File: src/sv/tvbb_pkg.sv
// ----------------------------------------------------------------------------
// tvbb_pkg: shared types and constants for the transformed vertex bounding box
// Coordinate, coefficient and wide product types, register indexes and reset
// values of the transform registers.
// ----------------------------------------------------------------------------
package tvbb_pkg;

  localparam int COORD_WIDTH     = 32;
  localparam int FRAC_BITS       = 16;
  localparam int COEF_WIDTH      = 32;
  localparam int CFG_WIDTH       = 2 * COEF_WIDTH;
  localparam int CFG_INDEX_WIDTH = 3;
  localparam int NUM_ROWS        = 3;
  localparam int PROD_WIDTH      = COORD_WIDTH + COEF_WIDTH;
  // three products plus the scaled translation need two guard bits
  localparam int SUM_WIDTH       = PROD_WIDTH + 2;

  typedef logic signed [COORD_WIDTH-1:0] coord_t;
  typedef logic signed [COEF_WIDTH-1:0]  coef_t;
  typedef logic signed [PROD_WIDTH-1:0]  prod_t;
  typedef logic signed [SUM_WIDTH-1:0]   sum_t;
  typedef logic [CFG_WIDTH-1:0]          cfg_word_t;

  // one row: three linear coefficients then the translation
  typedef coef_t [3:0]                   row_coef_t;
  typedef row_coef_t [NUM_ROWS-1:0]      matrix_t;

  localparam coord_t COORD_MAX = {1'b0, {(COORD_WIDTH-1){1'b1}}};
  localparam coord_t COORD_MIN = {1'b1, {(COORD_WIDTH-1){1'b0}}};

  typedef enum logic [CFG_INDEX_WIDTH-1:0] {
    REG_ROW0_A = 3'd0,
    REG_ROW0_B = 3'd1,
    REG_ROW1_A = 3'd2,
    REG_ROW1_B = 3'd3,
    REG_ROW2_A = 3'd4,
    REG_ROW2_B = 3'd5
  } reg_index_t;

  // identity transform
  localparam cfg_word_t ROW0_A_RESET = 64'h0000_0000_0001_0000;
  localparam cfg_word_t ROW0_B_RESET = 64'h0000_0000_0000_0000;
  localparam cfg_word_t ROW1_A_RESET = 64'h0001_0000_0000_0000;
  localparam cfg_word_t ROW1_B_RESET = 64'h0000_0000_0000_0000;
  localparam cfg_word_t ROW2_A_RESET = 64'h0000_0000_0000_0000;
  localparam cfg_word_t ROW2_B_RESET = 64'h0000_0000_0001_0000;

  // transformed point handed from the datapath to the box accumulator
  typedef struct packed {
    coord_t [NUM_ROWS-1:0] pos;
    logic                  last;
  } point_t;

endpackage

File: src/sv/tvbb_coef_regs.sv
// ----------------------------------------------------------------------------
// tvbb_coef_regs: transform coefficient registers
// Six 64-bit write-only registers, unpacked into a 3x4 coefficient matrix.
// ----------------------------------------------------------------------------
module tvbb_coef_regs
  import tvbb_pkg::*;
(
  input  logic                       clk,
  input  logic                       rst,
  input  logic                       cfg_write_en,
  input  logic [CFG_INDEX_WIDTH-1:0] cfg_index,
  input  logic [CFG_WIDTH-1:0]       cfg_data,
  output matrix_t                    matrix
);

  cfg_word_t row_a [NUM_ROWS];
  cfg_word_t row_b [NUM_ROWS];

  always_ff @(posedge clk) begin
    if (rst) begin
      row_a[0] <= ROW0_A_RESET;
      row_b[0] <= ROW0_B_RESET;
      row_a[1] <= ROW1_A_RESET;
      row_b[1] <= ROW1_B_RESET;
      row_a[2] <= ROW2_A_RESET;
      row_b[2] <= ROW2_B_RESET;
    end else if (cfg_write_en) begin
      case (cfg_index)
        REG_ROW0_A: row_a[0] <= cfg_data;
        REG_ROW0_B: row_b[0] <= cfg_data;
        REG_ROW1_A: row_a[1] <= cfg_data;
        REG_ROW1_B: row_b[1] <= cfg_data;
        REG_ROW2_A: row_a[2] <= cfg_data;
        REG_ROW2_B: row_b[2] <= cfg_data;
        default: ; // drop writes beyond the register list
      endcase
    end
  end

  always_comb begin
    for (int r = 0; r < NUM_ROWS; r++) begin
      matrix[r][0] = row_a[r][COEF_WIDTH-1:0];
      matrix[r][1] = row_a[r][CFG_WIDTH-1:COEF_WIDTH];
      matrix[r][2] = row_b[r][COEF_WIDTH-1:0];
      matrix[r][3] = row_b[r][CFG_WIDTH-1:COEF_WIDTH];
    end
  end

endmodule

File: config.mk
export PLATFORM = sky130hd
export DESIGN_NAME = tvbb_coef_regs
export DESIGN_NICKNAME = d
export VERILOG_FILES = /design/src/sv/tvbb_pkg.sv /design/src/sv/tvbb_coef_regs.sv
export SDC_FILE = /design/constraint.sdc
export NUM_CORES = 1
export LEC_CHECK = 0
export ABC_AREA = 0
export BUFFER_PORTS_ARGS = -buffer_cell sky130_fd_sc_hd__clkbuf_2
export CAP_MARGIN = 15
export CORE_MARGIN = 8
export CORE_UTILIZATION = 54
export DETAILED_ROUTE_END_ITERATION = 8
export PLACE_DENSITY = 0.85
export SLEW_MARGIN = 20
export SYNTH_ARGS = -nofsm -noshare
export SYNTH_HDL_FRONTEND = slang
export SYNTH_SLANG_ARGS = --single-unit
File: constraint.sdc
create_clock -name clk -period 6.25 [get_ports clk]
set_input_delay 1.25 -clock clk [delete_from_list [all_inputs] [get_ports clk]]
set_output_delay 1.25 -clock clk [all_outputs]
set_load 0.05 [all_outputs]
==> results.cfg, run 1 <==
[synthesis]
muxShareOfSynthArea = 0
synth_top_family_by_area = simple AND/OR/NAND/NOR gates
syn_area_per_cell_um2 = 21.6
syn_inst = 628
synth_cell_types = 16
synth_nets = 698
synth-simple-area-share = 0.125
ys_ff_latch = 384
synth_adder_area_share = 0
synth_compound_area_frac = 0.00368
syn_area_um2 = 13600
ys_seq_area_frac = 0.849
ys_warn_count = 0
synthXorXnorAreaFrac = 0

[sta]
fin_ws_ns = 3.41
maxSlewHeadroom = 0.268
fin_crit_sh = 0.454
rsz0062_at_grt = no
fin_crit_ns = 2.84
clock.fmax_mhz = 352
final-setup-viol-count = 0
drv_slew = 0
worst_pin_slew_ns = 1.10
setup_tns_ns = 0
hold_violations = 0

[critical_path]
crit_path_end_kind = register
crit_required_ns = 6.36
crit_fanout = 64
worstSetupPathType = primary input to register
slowest_stage = a31o_4
cp_num_buf_inv = 1
start_kind = primary input
crit_cells = 3
cp.arrival_ns = 2.95
path_delay_family = compound AO/OA/AOI/OAI gates
crit_chain = clkbuf_2, nor2b_1, a31o_4
slowest_delay_ns = 0.91

[outcome]
status = completed

[cells_and_area]
nets = 1159
fin_util = 0.692
drive_gt1_frac = 0.574
antenna_cells = 0
final_cell_count_no_fill = 1442
stdcell_area_um2 = 17300
area_growth_pct = 27.2

[cts]
clk_transition_reported_paths_ns = 0.06
cts_sinks = 384
cts_max_path_buffers = 3
cts_buffers = 37
post_cts_buffers = 0
hold_buffers = 0
ctsResizeCount = 0
h-tree-depth = 2
root_buffer = clkbuf_16
cts_tree = done

[route]
vias = 7803
detail-route-antenna-nets = 0
routedWlPerCell_um = 25.2
finalWirelength_um = 36300
dr.pass1.iters = 4
via_per_inst = 5.41
drc = 0
drtIter0Drc = 605

[grt]
grt.busiest_layer = met2
gr-usage-met2 = 0.395
antenna_found_initial = 2
grtUsageMet1 = 0.252
grt_pass1_vias = 8114
use_met3 = 0.0814
grt_max_degree = 74
grt_pass1_wl_um = 52100
grt.overflow.total = 0
track_usage = 0.227

[floorplan]
core_area_um2 = 25000
initial_core_util = 0.544
dieArea_um2 = 30500
rows = 58
die_y_um = 175
ios = 454
die_x_um = 175

[placed_design]
gp_congestion = 0.837
placed_area_um2 = 16100
dpl.hpwl_um = 24400
portBuffers = 453
pre_cts_slack_ns = 2.87
placed_cells = 1379

[power]
p_leak_nw = 6.65
power_density_nw_per_um2 = 371
irDropWorstVdd_uv = 406

[hold_path]
min_path_cells = 2
worstHoldPathType = primary input to register

[flow_run]
maxCapViolCount = 0
-- worst paths after layout --
| kind | to | startpoint |
|---|---|---|
| hold / removal | row_a[0][16] | cfg_data[16] |
| setup / recovery | row_a[0][65] | cfg_write_en |
-- registers in the layout, indices dropped and copies added (netlist names) --
register / cells
row_a: 192
row_b: 192
-- per-stage QoR --
stage | power, W | hold slack (ns)
6_report | 0.00641 | 1.07
4_1_cts | 0.00643 | 1.05
3_3_place_gp | 0.00424 | 1.56
3_5_place_dp | 0.00426 | 1.57
2_1_floorplan | 0.00396 | 1.43
5_1_grt | 0.00656 | 1.06
-- power breakdown --
part	switching [W]	internal, W
clock network	0.000891	0.00132
logic	0.000924	0.000162
registers	0.0000701	0.00304
total	0.00189	0.00452
-- final cells by class --
cell class / count / area [um2]
clock buffers: 39 / 933
repair buffers: 458 / 2330
fillers: 1555 / 7680
inverters: 1 / 3.75
well taps: 330 / 413
multi-input cells: 207 / 1810
flip-flops and latches: 384 / 11500
clock inverters: 23 / 259
-- synthesized netlist by cell type (all sizes together) --
cell / number / share of area
edfxtp: 384 / 0.85
nor3: 128 / 0.091
nand2b: 65 / 0.030
buf: 29 / 0.020
clkbuf: 7 / 0.0019
a31o: 4 / 0.0026
or4: 3 / 0.0017
a21o: 2 / 0.0011
nor2b: 2 / 0.00092
and2: 1 / 0.00064
inv: 1 / 0.00028
nand2: 1 / 0.00028
nor2: 1 / 0.00028
-- layout by cell type, fill, tap and decap left out --
cell,synthesis,layout
clkbuf_2,0,453
edfxtp_1,384,384
nor3_2,120,120
nand2b_1,65,64
clkbuf_16,0,37
clkinv_1,0,9
nor3_1,8,8
clkinv_2,0,6
bufinv_16,0,6
a31o_4,0,4
or4_1,3,3
buf_4,12,3
nor2b_1,2,2
a21o_4,0,2
clkinvlp_4,0,2
clkbuf_1,7,2
buf_12,0,2
and2_4,1,1
nand2_4,0,1
nand2b_4,0,1
inv_1,1,1
nor2_1,1,1
-- cell families (layout without fill, tap and decap cells) --
kind of cell | Yosys count | in the layout
simple gates | 201 | 201
flops | 384 | 384
compound gates | 6 | 6
buf+inv | 37 | 521
-- routing by layer --
| layer | vias to the layer above | part of all wire |
|---|---|---|
| met5 | - | 0.00074 |
| met3 | 82 | 0.11 |
| met1 | 3859 | 0.33 |
| li1 | 3350 | - |
| met2 | 508 | 0.52 |
| met4 | 4 | 0.037 |
No activity file was read; power rests on OpenSTA's default activity.
==> run 2: changes to the inputs <==
--- a/config.mk
+++ b/config.mk
@@ -5,13 +5,13 @@
 export SDC_FILE = /design/constraint.sdc
 export NUM_CORES = 1
 export LEC_CHECK = 0
-export ABC_AREA = 0
+export ABC_AREA = 1
 export BUFFER_PORTS_ARGS = -buffer_cell sky130_fd_sc_hd__clkbuf_2
 export CAP_MARGIN = 15
 export CORE_MARGIN = 8
-export CORE_UTILIZATION = 54
+export CORE_UTILIZATION = 45
 export DETAILED_ROUTE_END_ITERATION = 8
-export PLACE_DENSITY = 0.85
+export PLACE_DENSITY = 0.76
 export SLEW_MARGIN = 20
 export SYNTH_ARGS = -nofsm -noshare
 export SYNTH_HDL_FRONTEND = slang
==> constraint.sdc (replaced) <==
create_clock -name clk -period 2.4 [get_ports clk]
set_input_delay 0.48 -clock clk [delete_from_list [all_inputs] [get_ports clk]]
set_output_delay 0.48 -clock clk [all_outputs]
set_load 0.05 [all_outputs]
==> run 2 against run 1 <==
Via count fell by 3.4%. Critical path depth fell by 2. Setup slack got worse by 2.7 ns. Hold slack got worse by 0.75 ns. Final cell count rose by 5.7%. Final area fell by 1.5%. Total power rose to 2.6 times the previous value. Synthesized cell count rose by 0.64%. Count of clock-buffer cells in the layout rose by 8. Sequential power rose to 2.6 times the previous value. Critical path type is now register to output port. Largest cell class unchanged. Largest power group unchanged.
==> results.cfg, run 2 <==
[outcome]
status = completed

[synthesis]
ys_seq_area_frac = 0.890
async_flop_share = 0
syn_inst = 632
synth-edff-count = 384
synth_cell_types = 15
yosysTopAreaCellShare = 0.890
ys_ff_latch = 384
synth.most_common_cell = edfxtp_1
yosysTopAreaCell = edfxtp_1
ys_warn_count = 0
synth_common_cells = 384 x edfxtp_1, 78 x a21oi_1, 67 x inv_1
synth_nets = 702
syn_area_per_cell_um2 = 20.5
yosys-top-cells-area = edfxtp_1 89%, a21oi_2 3.4%, a21oi_1 3.0%
dominantRegCellSynth = edfxtp_1
syn_area_um2 = 13000

[sta]
setup_tns_ns = 0
worst_pin_slew_ns = 0.666
hold_violations = 0
maxSlewHeadroom = 0.556
final-setup-viol-count = 0
clock.fmax_mhz = 581
fin_ws_ns = 0.679
rsz0062_at_grt = no
drv_slew = 0
fin_crit_sh = 0.717
fin_crit_ns = 1.72

[power]
p_leak_nw = 6.96
power_density_nw_per_um2 = 969
irDropWorstVdd_uv = 793

[cts]
cts_tree = done
root_buffer = clkbuf_16
cts_buffers = 38
cts_max_path_buffers = 3
h-tree-depth = 2
hold_buffers = 0
post_cts_buffers = 0
cts_sinks = 384
ctsResizeCount = 0
clk_transition_reported_paths_ns = 0.06

[floorplan]
dieArea_um2 = 34500
core_area_um2 = 28500
ios = 454
rows = 62
die_x_um = 186
initial_core_util = 0.454
die_y_um = 186

[cells_and_area]
regArea_um2 = 11500
multi_input_area_um2 = 1040
final_common_cell = clkbuf_2
final_cell_count_no_fill = 1524
area_growth_pct = 31.3
drive_gt1_frac = 0.514
antenna_cells = 0
nets = 1182
reg_top3 = row_a: 192 flops, row_b: 192 flops
fillers = 2162
layout_common_cells = 453 x clkbuf_2, 384 x edfxtp_1, 78 x a21oi_1

[grt]
grt_max_degree = 66
antenna_found_initial = 1
grt.overflow.total = 0
track_usage = 0.199
grt_pass1_vias = 8037
grt_pass1_wl_um = 50500

[critical_path]
crit_fanout = 1
cp_num_buf_inv = 1
crit_chain = clkbuf_2
slowest_delay_ns = 0.45
crit_required_ns = 1.92
slowest_stage = edfxtp_1
cp.arrival_ns = 1.24
crit_path_end_kind = output port
path_delay_family = flip-flops
start_kind = register
worstSetupPathType = register to output port

[route]
drtIter0Drc = 538
detail-route-antenna-nets = 0
dr_wl_met3_um = 4420
topRoutingLayerUsed = met5
met1_length_um = 12400
finalWirelength_um = 36000
routedWlPerCell_um = 23.6
via_per_inst = 4.95
drc = 0
wl_met2_um = 18100
vias = 7539
dr.pass1.iters = 4

[placed_design]
placed_cells = 1456
dpl.hpwl_um = 24700
gp_congestion = 0.784
pre_cts_slack_ns = 0.242
portBuffers = 453

[hold_path]
worstHoldPathType = primary input to register

[flow_run]
maxCapViolCount = 0
[run 2: changes by cell type after synthesis, sizes merged, moves of 3 or more]
cell | previous run | this run
a21oi | 0 | 128
a31o | 4 | 0
buf | 29 | 24
clkbuf | 7 | 4
inv | 1 | 68
nand2 | 1 | 14
nand2b | 65 | 0
nand3 | 0 | 4
nor2 | 1 | 4
nor3 | 128 | 0
or4 | 3 | 0
[run 2: worst paths after layout]
check                startpoint       endpoint  slack (ns)  cells past startpoint
hold / removal     cfg_data[48]  row_a[0][112]        0.32                      3
setup / recovery  row_b[0][166]    matrix[358]        0.68                      1
[run 2: power breakdown]
group | switching [W] | internal [W]
combinational | 0.00233 | 0.000417
sequential | 0.000166 | 0.00791
clock | 0.00235 | 0.00332
total | 0.00485 | 0.0116
[run 2: through the flow]
stage,area (um2),hold slack [ns],utilization,power (W)
finish,17000,0.317,0.596,0.0165
global route,17000,0.297,0.596,0.0170
CTS,17000,0.291,0.596,0.0166
detailed placement,15800,0.826,0.554,0.0110
global placement,15800,0.822,0.554,0.0110
floorplan,13000,0.671,-,0.0102
[run 2: worst min-delay path: stages]
cell and delay, ns:
clkbuf_2 0.07, inv_1 0.08, nand2_1 0.08
[run 2: layout make-up]
class	instances	share of cell area
Inverter	68	0.0150
Tap cell	384	0.0282
Clock inverter	21	0.00897
Sequential cell	384	0.677
Timing Repair Buffer	468	0.148
Clock buffer	47	0.0616
Multi-Input combinational cell	152	0.0609
[run 2: cells by family after synthesis]
group	after synthesis	share of synthesized area
flops	384	0.890
buf+inv	96	0.0373
compound gates	130	0.0647
simple gates	22	0.00849
[run 2: per-layer routing]
metal	up-vias	global-route usage
li1	3328	-
met1	3685	0.221
met2	447	0.346
met3	77	0.0779
met4	2	0.0683
met5	-	0
==> run 3: changes to the inputs <==
--- a/config.mk
+++ b/config.mk
@@ -5,13 +5,13 @@
 export SDC_FILE = /design/constraint.sdc
 export NUM_CORES = 1
 export LEC_CHECK = 0
-export ABC_AREA = 1
+export ABC_AREA = 0
 export BUFFER_PORTS_ARGS = -buffer_cell sky130_fd_sc_hd__clkbuf_2
 export CAP_MARGIN = 15
 export CORE_MARGIN = 8
-export CORE_UTILIZATION = 45
+export CORE_UTILIZATION = 50
 export DETAILED_ROUTE_END_ITERATION = 8
-export PLACE_DENSITY = 0.76
+export PLACE_DENSITY = 0.79
 export SLEW_MARGIN = 20
 export SYNTH_ARGS = -nofsm -noshare
 export SYNTH_HDL_FRONTEND = slang
==> constraint.sdc (replaced) <==
create_clock -name clk -period 1.7 [get_ports clk]
set_input_delay 0.34 -clock clk [delete_from_list [all_inputs] [get_ports clk]]
set_output_delay 0.34 -clock clk [all_outputs]
set_load 0.05 [all_outputs]
==> run 3 against run 2 <==
Clock power up 40%. Count of clock-buffer cells in the layout grew 1. Hold slack got worse by 0.19 ns. Via count grew 4.1%. Die area shrank 5.2%. Critical path depth unchanged. Sequential power up 41%. Routed wire length grew 4.2%. Combinational power rose by 52%. Largest cell class unchanged. Highest routed layer unchanged.
==> results.cfg, run 3 (same netlist as run 1, synthesis figures left out) <==
[placed_design]
dpl.hpwl_um = 26900
placed_cells = 1426
gp_congestion = 0.821
placed_area_um2 = 16600
portBuffers = 453

[cts]
cts_buffers = 40
hold_buffers = 0
ctsResizeCount = 0
root_buffer = clkbuf_16
h-tree-depth = 2
post_cts_buffers = 0
cts_max_path_buffers = 3
cts_tree = done
clk_transition_reported_paths_ns = 0.06
cts_sinks = 384

[sta]
drv_slew = 0
final-setup-viol-count = 0
hold_violations = 0
worst_pin_slew_ns = 0.387
rsz0062_at_grt = no
setup_tns_ns = 0
fin_crit_sh = 0.915
clock.fmax_mhz = 643
fin_crit_ns = 1.56
maxSlewHeadroom = 0.740
holdWs_ns = 0.123

[cells_and_area]
reg_top3 = row_a: 192 flops, row_b: 192 flops
stdcell_area_um2 = 17800
final_cell_count_no_fill = 1498
final_common_cell = clkbuf_2
drive_gt1_frac = 0.586
area_growth_pct = 31.3
nets = 1197
antenna_cells = 0
layout_common_cells = 453 x clkbuf_2, 384 x edfxtp_1, 120 x nor3_2

[hold_path]
hp-start = cfg_data[48]
worstHoldPathType = primary input to register
min_path_cells = 2
hold_path_end = row_a[0][112]

[power]
irDropWorstVdd_uv = 886
power_density_nw_per_um2 = 1320
p_leak_nw = 6.94

[grt]
track_usage = 0.222
grt_max_degree = 39
grt_pass1_vias = 8494
grt_pass1_wl_um = 54500
antenna_found_initial = 1
grt.overflow.total = 0

[critical_path]
path_delay_family = flip-flops
start_kind = register
cp.arrival_ns = 1.22
crit_path_end_kind = output port
slowest_delay_ns = 0.44
worstSetupPathType = register to output port
crit_fanout = 1
cp_num_buf_inv = 1
crit_chain = clkbuf_2
crit_required_ns = 1.36
slowest_stage = edfxtp_1

[route]
drtIter0Drc = 561
drc = 0
finalWirelength_um = 37500
detail-route-antenna-nets = 0
dr.pass1.iters = 5
via_per_inst = 5.24
vias = 7851
routedWlPerCell_um = 25.1

[floorplan]
initial_core_util = 0.507
dieArea_um2 = 32700
die_y_um = 181
rows = 60
die_x_um = 181
core_area_um2 = 26800
ios = 454

[flow_run]
maxCapViolCount = 0

[outcome]
status = completed
run 3: report_power, final:
part           switching, W  internal, W
Clock               0.00337      0.00457
Combinational       0.00345     0.000730
Sequential         0.000238       0.0112
run 3: routing by layer:
metal / wire length [um] / up-vias / global-route usage
met5: 13 / - / 0
li1: - / 3436 / -
met4: 1140 / 2 / 0.0757
met3: 3550 / 71 / 0.0800
met2: 20100 / 412 / 0.406
met1: 12800 / 3930 / 0.232
run 3: worst max path at each step:
| stage | slack (ns) | start | endpoint | cells past startpoint |
|---|---|---|---|---|
| final | 0.14 | row_a[0][131] | matrix[259] | 1 |
| after global routing | 0.10 | row_b[0][29] | matrix[93] | 1 |
| after CTS | 0.11 | row_a[0][131] | matrix[259] | 1 |
| after detailed placement | 0.06 | cfg_index[1] | row_a[0][179] | 4 |
| after global placement | 0.11 | cfg_index[1] | row_a[0][121] | 4 |
| after floorplan | 0.006 | cfg_write_en | row_a[0][100] | 2 |
run 3: layout make-up:
type	instances	area [um2]
clock buffer	48	1050
clock inverter	24	144
fill	1780	8960
inverter	1	3.75
multi-input combinational	207	1810
sequential	384	11500
tap	341	427
timing repair buffer	493	2870
run 3: stage by stage:
stage	util	total power (W)	setup slack [ns]
global placement	0.621	0.0158	0.110
finish	0.666	0.0235	0.144
detailed placement	0.621	0.0158	0.0551
floorplan	-	0.0146	0.00629
CTS	0.666	0.0237	0.113
global route	0.666	0.0242	0.102
