## config.mk

```make
export PLATFORM = sky130hd
export DESIGN_NAME = tvbb_accum
export DESIGN_NICKNAME = d
export VERILOG_FILES = /design/src/sv/tvbb_pkg.sv /design/src/sv/tvbb_accum.sv
export SDC_FILE = /design/constraint.sdc
export NUM_CORES = 1
export LEC_CHECK = 0
export ABC_CLOCK_PERIOD_IN_PS = 7900
export BUFFER_PORTS_ARGS = -buffer_cell sky130_fd_sc_hd__buf_2
export CAP_MARGIN = 20
export CORE_MARGIN = 2
export CORE_UTILIZATION = 45
export CTS_BUF_LIST = sky130_fd_sc_hd__clkbuf_4 sky130_fd_sc_hd__clkbuf_8
export DETAILED_ROUTE_END_ITERATION = 8
export HOLD_SLACK_MARGIN = 0.03
export PLACE_DENSITY = 0.65
export SLEW_MARGIN = 40
export SYNTH_ARGS = -nofsm -noshare
export SYNTH_HDL_FRONTEND = slang
export SYNTH_SLANG_ARGS = --single-unit
```

## constraint.sdc

```tcl
create_clock -name clk -period 7.9 [get_ports clk]
set_input_delay 1.58 -clock clk [delete_from_list [all_inputs] [get_ports clk]]
set_output_delay 1.58 -clock clk [all_outputs]
set_load 0.005 [all_outputs]
```

## src/sv/tvbb_pkg.sv

```systemverilog
// ----------------------------------------------------------------------------
// tvbb_pkg: shared types and constants for the transformed vertex bounding box
// Coordinate, coefficient and wide product types, register indexes and reset
// values of the transform registers.
// ----------------------------------------------------------------------------
package tvbb_pkg;

  localparam int COORD_WIDTH     = 32;
  localparam int FRAC_BITS       = 16;
  localparam int COEF_WIDTH      = 32;
  localparam int CFG_WIDTH       = 2 * COEF_WIDTH;
  localparam int CFG_INDEX_WIDTH = 3;
  localparam int NUM_ROWS        = 3;
  localparam int PROD_WIDTH      = COORD_WIDTH + COEF_WIDTH;
  // three products plus the scaled translation need two guard bits
  localparam int SUM_WIDTH       = PROD_WIDTH + 2;

  typedef logic signed [COORD_WIDTH-1:0] coord_t;
  typedef logic signed [COEF_WIDTH-1:0]  coef_t;
  typedef logic signed [PROD_WIDTH-1:0]  prod_t;
  typedef logic signed [SUM_WIDTH-1:0]   sum_t;
  typedef logic [CFG_WIDTH-1:0]          cfg_word_t;

  // one row: three linear coefficients then the translation
  typedef coef_t [3:0]                   row_coef_t;
  typedef row_coef_t [NUM_ROWS-1:0]      matrix_t;

  localparam coord_t COORD_MAX = {1'b0, {(COORD_WIDTH-1){1'b1}}};
  localparam coord_t COORD_MIN = {1'b1, {(COORD_WIDTH-1){1'b0}}};

  typedef enum logic [CFG_INDEX_WIDTH-1:0] {
    REG_ROW0_A = 3'd0,
    REG_ROW0_B = 3'd1,
    REG_ROW1_A = 3'd2,
    REG_ROW1_B = 3'd3,
    REG_ROW2_A = 3'd4,
    REG_ROW2_B = 3'd5
  } reg_index_t;

  // identity transform
  localparam cfg_word_t ROW0_A_RESET = 64'h0000_0000_0001_0000;
  localparam cfg_word_t ROW0_B_RESET = 64'h0000_0000_0000_0000;
  localparam cfg_word_t ROW1_A_RESET = 64'h0001_0000_0000_0000;
  localparam cfg_word_t ROW1_B_RESET = 64'h0000_0000_0000_0000;
  localparam cfg_word_t ROW2_A_RESET = 64'h0000_0000_0000_0000;
  localparam cfg_word_t ROW2_B_RESET = 64'h0000_0000_0001_0000;

  // transformed point handed from the datapath to the box accumulator
  typedef struct packed {
    coord_t [NUM_ROWS-1:0] pos;
    logic                  last;
  } point_t;

endpackage

```

## src/sv/tvbb_accum.sv

```systemverilog
// ----------------------------------------------------------------------------
// tvbb_accum: running box and result register
// Tracks per-axis minimum and maximum; on the last point loads the result
// register and restarts the box.
// ----------------------------------------------------------------------------
module tvbb_accum
  import tvbb_pkg::*;
(
  input  logic   clk,
  input  logic   rst,
  input  logic   pt_valid,
  output logic   pt_ready,
  input  point_t pt,
  output logic   out_valid,
  input  logic   out_stall,
  output coord_t min_x,
  output coord_t min_y,
  output coord_t min_z,
  output coord_t max_x,
  output coord_t max_y,
  output coord_t max_z
);

  coord_t run_min [NUM_ROWS];
  coord_t run_max [NUM_ROWS];
  coord_t min_next [NUM_ROWS];
  coord_t max_next [NUM_ROWS];
  logic   take;

  // hold a closing point only while the result register is full and blocked
  assign pt_ready = !(pt.last && out_valid && out_stall);
  assign take     = pt_valid && pt_ready;

  always_comb begin
    for (int i = 0; i < NUM_ROWS; i++) begin
      min_next[i] = ($signed(pt.pos[i]) < $signed(run_min[i])) ? pt.pos[i] : run_min[i];
      max_next[i] = ($signed(pt.pos[i]) > $signed(run_max[i])) ? pt.pos[i] : run_max[i];
    end
  end

  always_ff @(posedge clk) begin
    if (rst) begin
      out_valid <= 1'b0;
      for (int i = 0; i < NUM_ROWS; i++) begin
        run_min[i] <= COORD_MAX;
        run_max[i] <= COORD_MIN;
      end
    end else begin
      if (take && pt.last) begin
        out_valid <= 1'b1;
        for (int i = 0; i < NUM_ROWS; i++) begin
          run_min[i] <= COORD_MAX;
          run_max[i] <= COORD_MIN;
        end
      end else begin
        if (out_valid && !out_stall) out_valid <= 1'b0;
        if (take) begin
          for (int i = 0; i < NUM_ROWS; i++) begin
            run_min[i] <= min_next[i];
            run_max[i] <= max_next[i];
          end
        end
      end
    end

    if (take && pt.last) begin
      min_x <= min_next[0];
      min_y <= min_next[1];
      min_z <= min_next[2];
      max_x <= max_next[0];
      max_y <= max_next[1];
      max_z <= max_next[2];
    end
  end

endmodule

```

==> results of run 1 <==
-- cell type report --
type / count / area (sq um)
Fill cell: 4020 / 21870
Tap cell: 607 / 759.5
Inverter: 204 / 765.7
Multi-Input combinational cell: 1013 / 8432
Timing Repair Buffer: 316 / 1668
Clock buffer: 89 / 1125
Sequential cell: 385 / 11550
Clock inverter: 23 / 180.2
Antenna cell: 4 / 10.01
-- metal layers --
layer,track usage (%),vias up
met3,4.316,99
met4,8.277,10
met5,0,-
met2,34.88,427
met1,28.97,7221
li1,-,6915
-- stage by stage --
step / hold WS, ns / total power [mW] / util, %
2_1_floorplan: 0.5022 / 3.013 / -
3_3_place_gp: 0.4876 / 3.257 / 49.85
3_5_place_dp: 0.5231 / 3.277 / 49.89
4_1_cts: 0.5385 / 5.142 / 52.71
5_1_grt: 0.5608 / 5.309 / 52.82
6_report: 0.5233 / 5.087 / 52.83
-- power by group through the flow --
stage | sequential (mW) | clock, mW | combinational (mW)
floorplan | 2.51 | 0 | 0.501
global placement | 2.51 | 0 | 0.750
detailed placement | 2.51 | 0 | 0.769
CTS | 2.47 | 1.90 | 0.776
global route | 2.48 | 1.97 | 0.858
finish | 2.47 | 1.85 | 0.774
-- cell families after synthesis --
kind of cell	Yosys count	synth area share [%]
DFF	385	54.85
AOI/OAI and AO/OA	354	11.74
buffers and inverters	275	5.431
and+or+nand+nor	276	6.601
muxes	194	10.15
adders and majority gates	189	11.23
-- path summary, 6_finish.rpt --
kind / slack (ns) / depth (start not counted) / start / to
worst max-delay path: 3.60 / 9 / pt[96] / min_z[28]
worst min-delay path: 0.52 / 2 / out_valid / out_valid
worst max register to register: 4.30 / 9 / run_min[0][93] / min_z[28]
worst min register to register: 0.52 / 2 / out_valid / out_valid
-- state kept, by name, indices dropped and copies added, names as in the netlist --
signal     cells
out_valid      1
run_min       96
run_max       96
min_x         32
max_z         32
min_y         32
max_y         32
max_x         32
min_z         32
-- cells in the final DEF, fill, tap and decap left out, types with 10 or more instances in the layout --
cell	Yosys	routed
nand4_1	28	28
ha_1	189	189
clkinv_1	0	10
nand2_1	61	61
mux2_2	149	148
nor2_1	89	89
nand3_1	14	14
mux2i_1	38	38
clkbuf_4	0	16
inv_1	204	204
a22o_1	93	93
buf_4	3	16
nand2b_1	37	37
o21ai_0	60	60
a21oi_1	86	84
clkbuf_8	0	73
o211ai_1	63	63
buf_2	20	294
edfxtp_1	384	384
-- worst reg2reg max path, cell delays in order (launching register included) --
cell and delay (ns):
edfxtp_1 0.41, inv_1 0.08, ha_1 0.23, a21oi_1 0.17, o21ai_1 0.15, a2111oi_2 0.56
o2111ai_1 0.31, a21oi_1 0.33, mux2_8 0.60, mux2_2 0.49
==> run_results.csv, run 1 <==
group,metric,value,unit
worst_setup_path,crit_family,"compound AO/OA/AOI/OAI gates",
synthesis,synth-seq-cells,385,
clock_tree,path_clk_slew,0.06,ns
synthesis,synthArstFlopShare,0,%
drt,drt_iter0_drc,983,
power,power.share.switching,26.12,%
worst_setup_path,crit_chain,"buf_2, ha_1, a21oi_1, o21ai_1, a2111oi_2, o2111ai_1, a21oi_1, mux2_8, mux2_2",
drt,drc,0,
placement,gp_congestion,0.8922,
layout,drive_above_1_share,28.97,%
die,fp-row-count,79,
worst_setup_path,worst-setup-path-type,"primary input to register",
timing,period_minus_slack,4.296,ns
clock_tree,insertion_delay,0.63,ns
synthesis,synth_commonest_cells,"edfxtp_1 (384), inv_1 (204), ha_1 (189), mux2_2 (149), a22o_1 (93)",
synthesis,yosysWarningCount,0,
worst_hold_path,min_path_type,"register to register",
clock_tree,postCtsSetupBuffers,0,
layout,instances_no_fill,2641,
die,die_x,220.3,um
clock_tree,htreeDepth,3,
clock_tree,cts-resized-gates,0,
drt,detail_route.vias_per_cell,5.555,
clock_tree,clock_sinks,385,
die,start_util,45.42,%
timing,rsz0062_at_grt,"no",
synthesis,yosysMostFrequentCell,"edfxtp_1",
power,power_frac_comb,15.2,%
worst_setup_path,critPathLaunchType,"primary input",
timing,maxSlewHeadroom,48.77,%
placement,dp.cells,2523,
global_routing,antenna_found_initial,8,
clock_tree,cts_tree,"built",
timing,final.setup_skew,0.02999,ns
power,seqPwrFrac,48.5,%
synthesis,syn_nets,1963,
global_routing,grt_pass1_vias,14770,
clock_tree,postCtsHoldBufs,0,
worst_setup_path,crit_slowest_cell,"mux2_8",
timing,setup_viol,0,
global_routing,gr-total-overflow,0,
clock_tree,cts_buffer_depth,3,
timing,finalCritPeriodShare,54.38,%
synthesis,yosysSeqAreaShare,54.85,%
worst_setup_path,critPathBufInv,1,
run_status,outcome,"complete, no violations",
drt,highest_layer,"met5",
clock_tree,cts-root-buf,"clkbuf_8",
timing,hold_violations,0,
synthesis,synthesis.area,21060,sq um
power,ir_drop,146.4,uV
global_routing,grt_pass1_wl,81.23,mm
timing,tns,0,ns
layout,area_growth,16.30,%
drt,wl_per_cell,20.08,um
global_routing,grt_usage,21.68,%
timing,worst-slew-pin-transition,0.7677,ns
worst_setup_path,max_stage_delay,0.60,ns
synthesis,synth.area.top_cells,"edfxtp_1 (55%), ha_1 (11%), mux2_2 (8.0%)",
timing,maxSlewViolCount,0,
layout,nNetsFinal,2279,
drt,drt.antenna.violating_nets,0,
synthesis,yosys.cell_types.count,57,
job,timing.max_cap.violations,0,
die,io_pins,295,
drt,drt_first_pass_iters,7,
worst_setup_path,crit_fanout,62,
placement,place_area,23130,sq um
die,fp.coreArea,46360,sq um
timing,setup_slack,3.604,ns
worst_setup_path,worstSetupEndpointType,"register",
power,p_sw,1.328,mW
drt,route.vias.total,14670,
synthesis,yosysTopAreaCellShare,54.76,%
die,die_y,220.3,um
power,power_leakage,10.24,nW
clock_tree,cts_buffers,69,
placement,dp_slack,2.816,ns
drt,dr_wl_met2,24.95,mm
power,powerDensity,207.7,nW/um^2
synthesis,yosysTopAreaCell,"edfxtp_1",
placement,dp_hpwl,35.90,mm
synthesis,syn-instance-count,1673,
power,p_clk_share,36.3,%
layout,fin_area,24490,sq um
worst_setup_path,crit_required,8.26,ns
synthesis,synth-main-ff-cell,"edfxtp_1",
worst_setup_path,arrival,4.66,ns
drt,met1_length,23.46,mm
worst_setup_path,cp_common_cell,"a21oi_1",
synthesis,avgSynthCellArea,12.59,sq um
drt,finalWirelength,53.02,mm
synthesis,synth_edf_count,384,
power,internal-power,3.758,mW
die,die_area,48540,sq um
global_routing,grt_max_degree,74,
drt,route.met3.wl,3.181,mm
placement,io_buffers,294,
timing,fmaxAchievable,232.8,MHz
Power figures use the tool's default switching activity.
==> inputs of run 2 (changes only) <==
ABC_CLOCK_PERIOD_IN_PS = 4270   (was 7900)
clock period = 4.27 ns   (was 7.9 ns; I/O delays follow)
==> run 2 against run 1 <==
Compared with the run above:
- worst hold slack got worse by 0.036 ns
- design area increased by 1.2%
- die area unchanged
- flip-flop and latch count is the same
- cell count is 0.57% higher
- first-iteration DRC count fell by 14%
- non-clock buffer count grew 14
- sequential power up 85%
- sequential share of layout area is 0.55 points lower
- register-to-register slack worse by 3.6 ns
- via count shrank 0.22%
- largest cell class unchanged
- highest routed layer unchanged
==> run_results.csv, run 2 (same netlist as run 1, synthesis figures left out) <==
group,metric,value,unit
die,io_pins,295,
layout,nNetsFinal,2293,
drt,detail_route.vias_per_cell,5.512,
global_routing,grt_max_degree,94,
worst_setup_path,ff2ff_setup_slack,0.65,ns
drt,wl_per_cell,19.65,um
layout,layout.cells.most_common_list,"edfxtp_1 (384), buf_2 (294), inv_1 (204)",
timing,finalCritPeriodShare,84.77,%
clock_tree,cts_tree,"built",
layout,layout.cells.most_common,"edfxtp_1",
worst_hold_path,holdCritStartpoint,"rst",
layout,top_regs,"run_max x96, run_min x96",
worst_setup_path,crit_required,4.60,ns
die,die_y,220.3,um
worst_setup_path,critPathLaunchType,"register",
clock_tree,cts_buffers,69,
clock_tree,insertion_delay,0.62,ns
worst_setup_path,worst-setup-path-type,"register to register",
timing,rsz0062_at_grt,"no",
timing,maxSlewHeadroom,48.50,%
worst_setup_path,worstSetupEndpointType,"register",
worst_hold_path,min_path_type,"primary input to register",
worst_setup_path,crit_fanout,10,
worst_hold_path,min_to,"out_valid",
die,die_area,48540,sq um
worst_setup_path,arrival,3.95,ns
clock_tree,cts-resized-gates,0,
drt,route.vias.total,14640,
drt,drt_first_pass_iters,5,
clock_tree,postCtsSetupBuffers,0,
worst_setup_path,worstReg2RegStart,"run_min[0][93]",
worst_setup_path,r2r_end,"min_z[2]",
power,power_leakage,10.39,nW
power,powerDensity,392.5,nW/um^2
placement,io_buffers,294,
clock_tree,cts-root-buf,"clkbuf_8",
timing,maxSlewViolCount,0,
clock_tree,htreeDepth,3,
placement,gp_congestion,0.8245,
timing,setup_viol,0,
timing,fmaxAchievable,276.3,MHz
drt,drt.antenna.violating_nets,0,
global_routing,antenna_found_initial,7,
placement,dp_hpwl,36.16,mm
drt,drc,0,
die,start_util,45.42,%
layout,area_growth,17.66,%
worst_hold_path,holdPathStages,2,
power,ir_drop,211.0,uV
timing,period_minus_slack,3.620,ns
die,die_x,220.3,um
global_routing,grt_pass1_wl,80.70,mm
global_routing,grt_usage,21.46,%
run_status,outcome,"complete, no violations",
clock_tree,clock_sinks,385,
global_routing,grt_pass1_vias,14520,
power,power,9.726,mW
die,fp-row-count,79,
clock_tree,path_clk_slew,0.05,ns
worst_setup_path,reg2regPathDepth,10,
timing,final.setup_skew,0.03169,ns
clock_tree,postCtsHoldBufs,0,
drt,finalWirelength,52.18,mm
timing,hold_violations,0,
layout,drive_above_1_share,29.36,%
drt,drt_iter0_drc,841,
die,fp.coreArea,46360,sq um
timing,tns,0,ns
clock_tree,cts_buffer_depth,3,
global_routing,gr-total-overflow,0,
job,timing.max_cap.violations,0,
timing,worst-slew-pin-transition,0.7726,ns
run 2: cell count changes in the layout (fill, tap and decap cells not counted):
cell,delta
o211a_4,-1
buf_6,-5
clkbuf_4,+2
clkinv_1,+3
clkbuf_8,-2
mux2_8,-1
bufinv_16,+5
clkinv_2,-5
o211a_1,+1
mux2_4,+1
diode_2,-2
buf_12,+8
buf_4,+11
run 2: where the power goes:
group	leakage, nW	total (mW)	switching [mW]	internal (mW)
combinational	6.07	1.45	0.817	0.637
sequential	3.58	4.57	0.110	4.46
clock	0.743	3.71	1.54	2.17
total	10.4	9.73	2.46	7.26
run 2: metal layers:
| metal | global-route usage, % | up-vias | part of all wire, % |
|---|---|---|---|
| met1 | 28.96 | 7168 | 44 |
| met3 | 5.292 | 85 | 6.6 |
| met2 | 33.72 | 420 | 47 |
| li1 | - | 6953 | - |
| met5 | 0 | - | 0.18 |
| met4 | 7.629 | 14 | 2.3 |
run 2: area by class of cell:
class	instances	area [sq um]
diodes	2	5.005
clock buffers	89	1112
clock inverters	26	316.6
fillers	3920	21580
inverters	204	765.7
multi-input cells	1013	8413
flip-flops and latches	385	11550
well taps	607	759.5
repair buffers	330	1854
run 2: worst max path at each step:
| stage | startpoint | end | slack [ns] | depth (start not counted) |
|---|---|---|---|---|
| after floorplan | pt[0] | max_x[0] | 0.46 | 2 |
| after detailed placement | pt[94] | min_z[8] | 0.18 | 10 |
| after global routing | run_min[0][95] | min_z[2] | 0.49 | 10 |
| final | run_min[0][93] | min_z[2] | 0.65 | 10 |
| after global placement | pt[94] | min_z[2] | 0.26 | 10 |
| after CTS | run_min[0][93] | min_z[2] | 0.77 | 10 |
run 2: per-stage QoR:
stage	std cells	cell area (sq um)	util [%]	hold slack [ns]	worst slack (ns)
finish	2656	24780	53.45	0.4870	0.6501
global route	2654	24770	53.44	0.4576	0.4859
global placement	2539	23340	50.35	0.4866	0.2583
floorplan	1673	21060	-	0.5022	0.4613
detailed placement	2539	23340	50.35	0.5115	0.1837
CTS	2654	24770	53.44	0.4184	0.7657
run 2: worst max-delay path, stage by stage (launching register included):
cell	delay (ns)
edfxtp_1	0.40
inv_1	0.07
ha_1	0.23
a21oi_1	0.18
o21ai_1	0.15
a2111oi_2	0.64
o2111ai_1	0.37
a21oi_1	0.34
mux2_4	0.34
buf_4	0.24
mux2_1	0.36
==> inputs of run 3 (changes only) <==
ABC_AREA = 1   (was default)
ABC_CLOCK_PERIOD_IN_PS = 3720   (was 4270)
clock period = 3.72 ns   (was 4.27 ns; I/O delays follow)
==> run 3 against run 2 <==
Compared with the run above:
- cell count grew 23%
- worst hold slack lost 0.073 ns
- clock power grew 5.9%
- global-route usage grew 1.2 points
- critical endpoint is now run_max[0][1]
- synthesized cell count rose by 36%
- sequential power grew 17%
- clock-buffer cell count shrank 3
- power is 18% higher
- combinational power rose by 52%
- largest cell class unchanged
- critical path depth grew 5
==> run_results.csv, run 3 <==
group,metric,value,unit
drt,wl_per_cell,16.97,um
power,powerDensity,463.6,nW/um^2
timing,setup_viol,0,
synthesis,yosysWarningCount,0,
clock_tree,htreeDepth,3,
synthesis,avgSynthCellArea,9.295,sq um
synthesis,yosysSeqAreaShare,54.72,%
timing,fmaxAchievable,365.8,MHz
die,fp.coreArea,46460,sq um
worst_setup_path,worst-setup-path-type,"register to register",
clock_tree,cts-resized-gates,0,
placement,gp_congestion,0.8614,
timing,maxSlewHeadroom,48.91,%
worst_setup_path,max_stage_delay,0.37,ns
worst_hold_path,holdPathStages,4,
layout,layout.cells.most_common_list,"nand2_1 (608), inv_1 (429), edfxtp_1 (384)",
drt,drt_iter0_drc,1077,
drt,detail_route.vias_per_cell,5.169,
synthesis,synthesis.area,21110,sq um
synthesis,synth_edf_count,384,
synthesis,synth.area.top_cells,"edfxtp_1 (55%), ha_1 (11%), nand2_1 (11%)",
die,die_area,48660,sq um
worst_setup_path,worstReg2RegStart,"run_max[0][5]",
synthesis,yosysTopAreaCell,"edfxtp_1",
timing,finalCritPeriodShare,73.48,%
timing,hold_violations,0,
synthesis,synth-main-ff-cell,"edfxtp_1",
drt,finalWirelength,55.27,mm
layout,fin_area,24750,sq um
die,io_pins,295,
power,power_leakage,12.40,nW
global_routing,antenna_found_initial,6,
synthesis,synthArstFlopShare,0,%
worst_hold_path,holdCritStartpoint,"rst",
synthesis,yosysTopAreaCellShare,54.63,%
worst_hold_path,min_path_type,"primary input to register",
clock_tree,cts_tree,"built",
layout,nNetsFinal,2887,
clock_tree,cts-root-buf,"clkbuf_8",
clock_tree,postCtsSetupBuffers,0,
run_status,outcome,"complete, no violations",
worst_setup_path,crit_required,4.06,ns
placement,dp_hpwl,38.63,mm
global_routing,grt_pass1_wl,85.85,mm
timing,rsz0062_at_grt,"no",
synthesis,synth-seq-cells,385,
worst_setup_path,reg2regPathDepth,15,
die,fp-row-count,79,
placement,place_area,23410,sq um
worst_setup_path,crit_slowest_cell,"buf_4",
clock_tree,postCtsHoldBufs,0,
clock_tree,path_clk_slew,0.07,ns
drt,route.vias.total,16840,
timing,finalHoldWorstSlack,0.4143,ns
worst_setup_path,cp_common_cell,"nand2_1",
job,timing.max_cap.violations,0,
timing,worst-slew-pin-transition,0.7663,ns
clock_tree,insertion_delay,0.64,ns
layout,layout.cells.most_common,"nand2_1",
die,start_util,45.44,%
worst_setup_path,r2r_end,"run_max[0][1]",
layout,top_regs,"run_max x96, run_min x96",
placement,io_buffers,294,
synthesis,syn-instance-count,2271,
timing,maxSlewViolCount,0,
synthesis,syn_nets,2561,
global_routing,gr-total-overflow,0,
timing,final.setup_skew,0.03083,ns
synthesis,yosysMostFrequentCell,"nand2_1",
layout,final_util,53.28,%
clock_tree,clock_sinks,385,
layout,drive_above_1_share,17.01,%
worst_setup_path,worstSetupEndpointType,"register",
global_routing,grt_usage,22.65,%
worst_setup_path,critPathLaunchType,"register",
drt,drt.antenna.violating_nets,0,
layout,area_growth,17.25,%
worst_hold_path,min_to,"out_valid",
global_routing,grt_max_degree,55,
synthesis,synth_commonest_cells,"nand2_1 (609), inv_1 (430), edfxtp_1 (384), ha_1 (189), nand3_1 (180)",
drt,drt_first_pass_iters,5,
die,die_y,220.6,um
die,die_x,220.6,um
worst_setup_path,arrival,3.07,ns
worst_setup_path,ff2ff_setup_slack,0.99,ns
synthesis,yosys.cell_types.count,22,
worst_setup_path,crit_fanout,32,
global_routing,grt_pass1_vias,16320,
clock_tree,cts_buffer_depth,3,
timing,period_minus_slack,2.733,ns
power,ir_drop,309.0,uV
worst_setup_path,crit_chain,"inv_1, ha_1, a21oi_1, nor2_1, nor2_1, nand2_1, nand2_1, nand2_1, nand2_1, nand3_2, nand3_2, buf_4, nand2_1, nand2_1, nor2_1",
drt,drc,0,
clock_tree,cts_buffers,68,
run 3: logic make-up (layout without fill, tap and decap cells):
group / after synthesis / in the layout / synth area share (%)
AO/OA/AOI/OAI: 119 / 119 / 2.987
adder cells (fa/ha/maj): 189 / 189 / 11.20
buffers and inverters: 511 / 886 / 9.424
flip-flops: 385 / 385 / 54.72
other: 0 / 4 / 0
AND/OR/NAND/NOR: 1067 / 1067 / 21.66
run 3: cell type report:
class	count	area [sq um]
fillers	4266	21710
flip-flops and latches	385	11550
multi-input cells	1375	7606
well taps	607	759.5
clock buffers	86	1102
diodes	4	10.01
repair buffers	336	1874
inverters	431	1623
clock inverters	33	225.2
run 3: critical path, delay by kind of cell (launching register included):
| kind | cells | cell delay [ns] |
|---|---|---|
| and+or+nand+nor | 11 | 1.21 |
| adders and majority gates | 1 | 0.24 |
| buffers and inverters | 2 | 0.45 |
| DFF | 1 | 0.36 |
| AOI/OAI and AO/OA | 1 | 0.18 |
run 3: power breakdown:
part	switching [mW]	total, mW	internal (mW)
registers	0.110	5.34	5.23
logic	1.47	2.20	0.726
clock network	1.78	3.93	2.15
total	3.37	11.5	8.11
run 3: through the flow:
stage | total power, mW | setup slack (ns) | TNS [ns] | std cells
detailed placement | 7.622 | 0.5034 | 0 | 3134
finish | 11.47 | 0.9866 | 0 | 3257
global route | 12.10 | 0.7471 | 0 | 3256
CTS | 11.58 | 1.014 | 0 | 3253
floorplan | 6.819 | -0.4182 | -80.29 | 2271
global placement | 7.564 | 0.5507 | 0 | 3134
run 3: worst max-delay path by stage:
stage,cells after the start,slack (ns),start,endpoint
finish,15,0.99,run_max[0][5],run_max[0][1]
global route,15,0.75,run_min[0][15],run_min[0][22]
CTS,15,1.01,run_max[0][37],run_max[0][35]
detailed placement,15,0.50,pt[39],run_max[0][35]
global placement,14,0.55,pt[40],run_max[0][45]
floorplan,3,-0.42,out_stall,max_x[0]
run 3: per-layer routing:
| metal | global-route usage, % | vias to the layer above | wire, um |
|---|---|---|---|
| met5 | 0 | - | 34 |
| met1 | 30.04 | 7952 | 23970 |
| met2 | 36.24 | 585 | 25680 |
| li1 | - | 8182 | - |
| met3 | 5.127 | 110 | 4130 |
| met4 | 8.711 | 6 | 1447 |
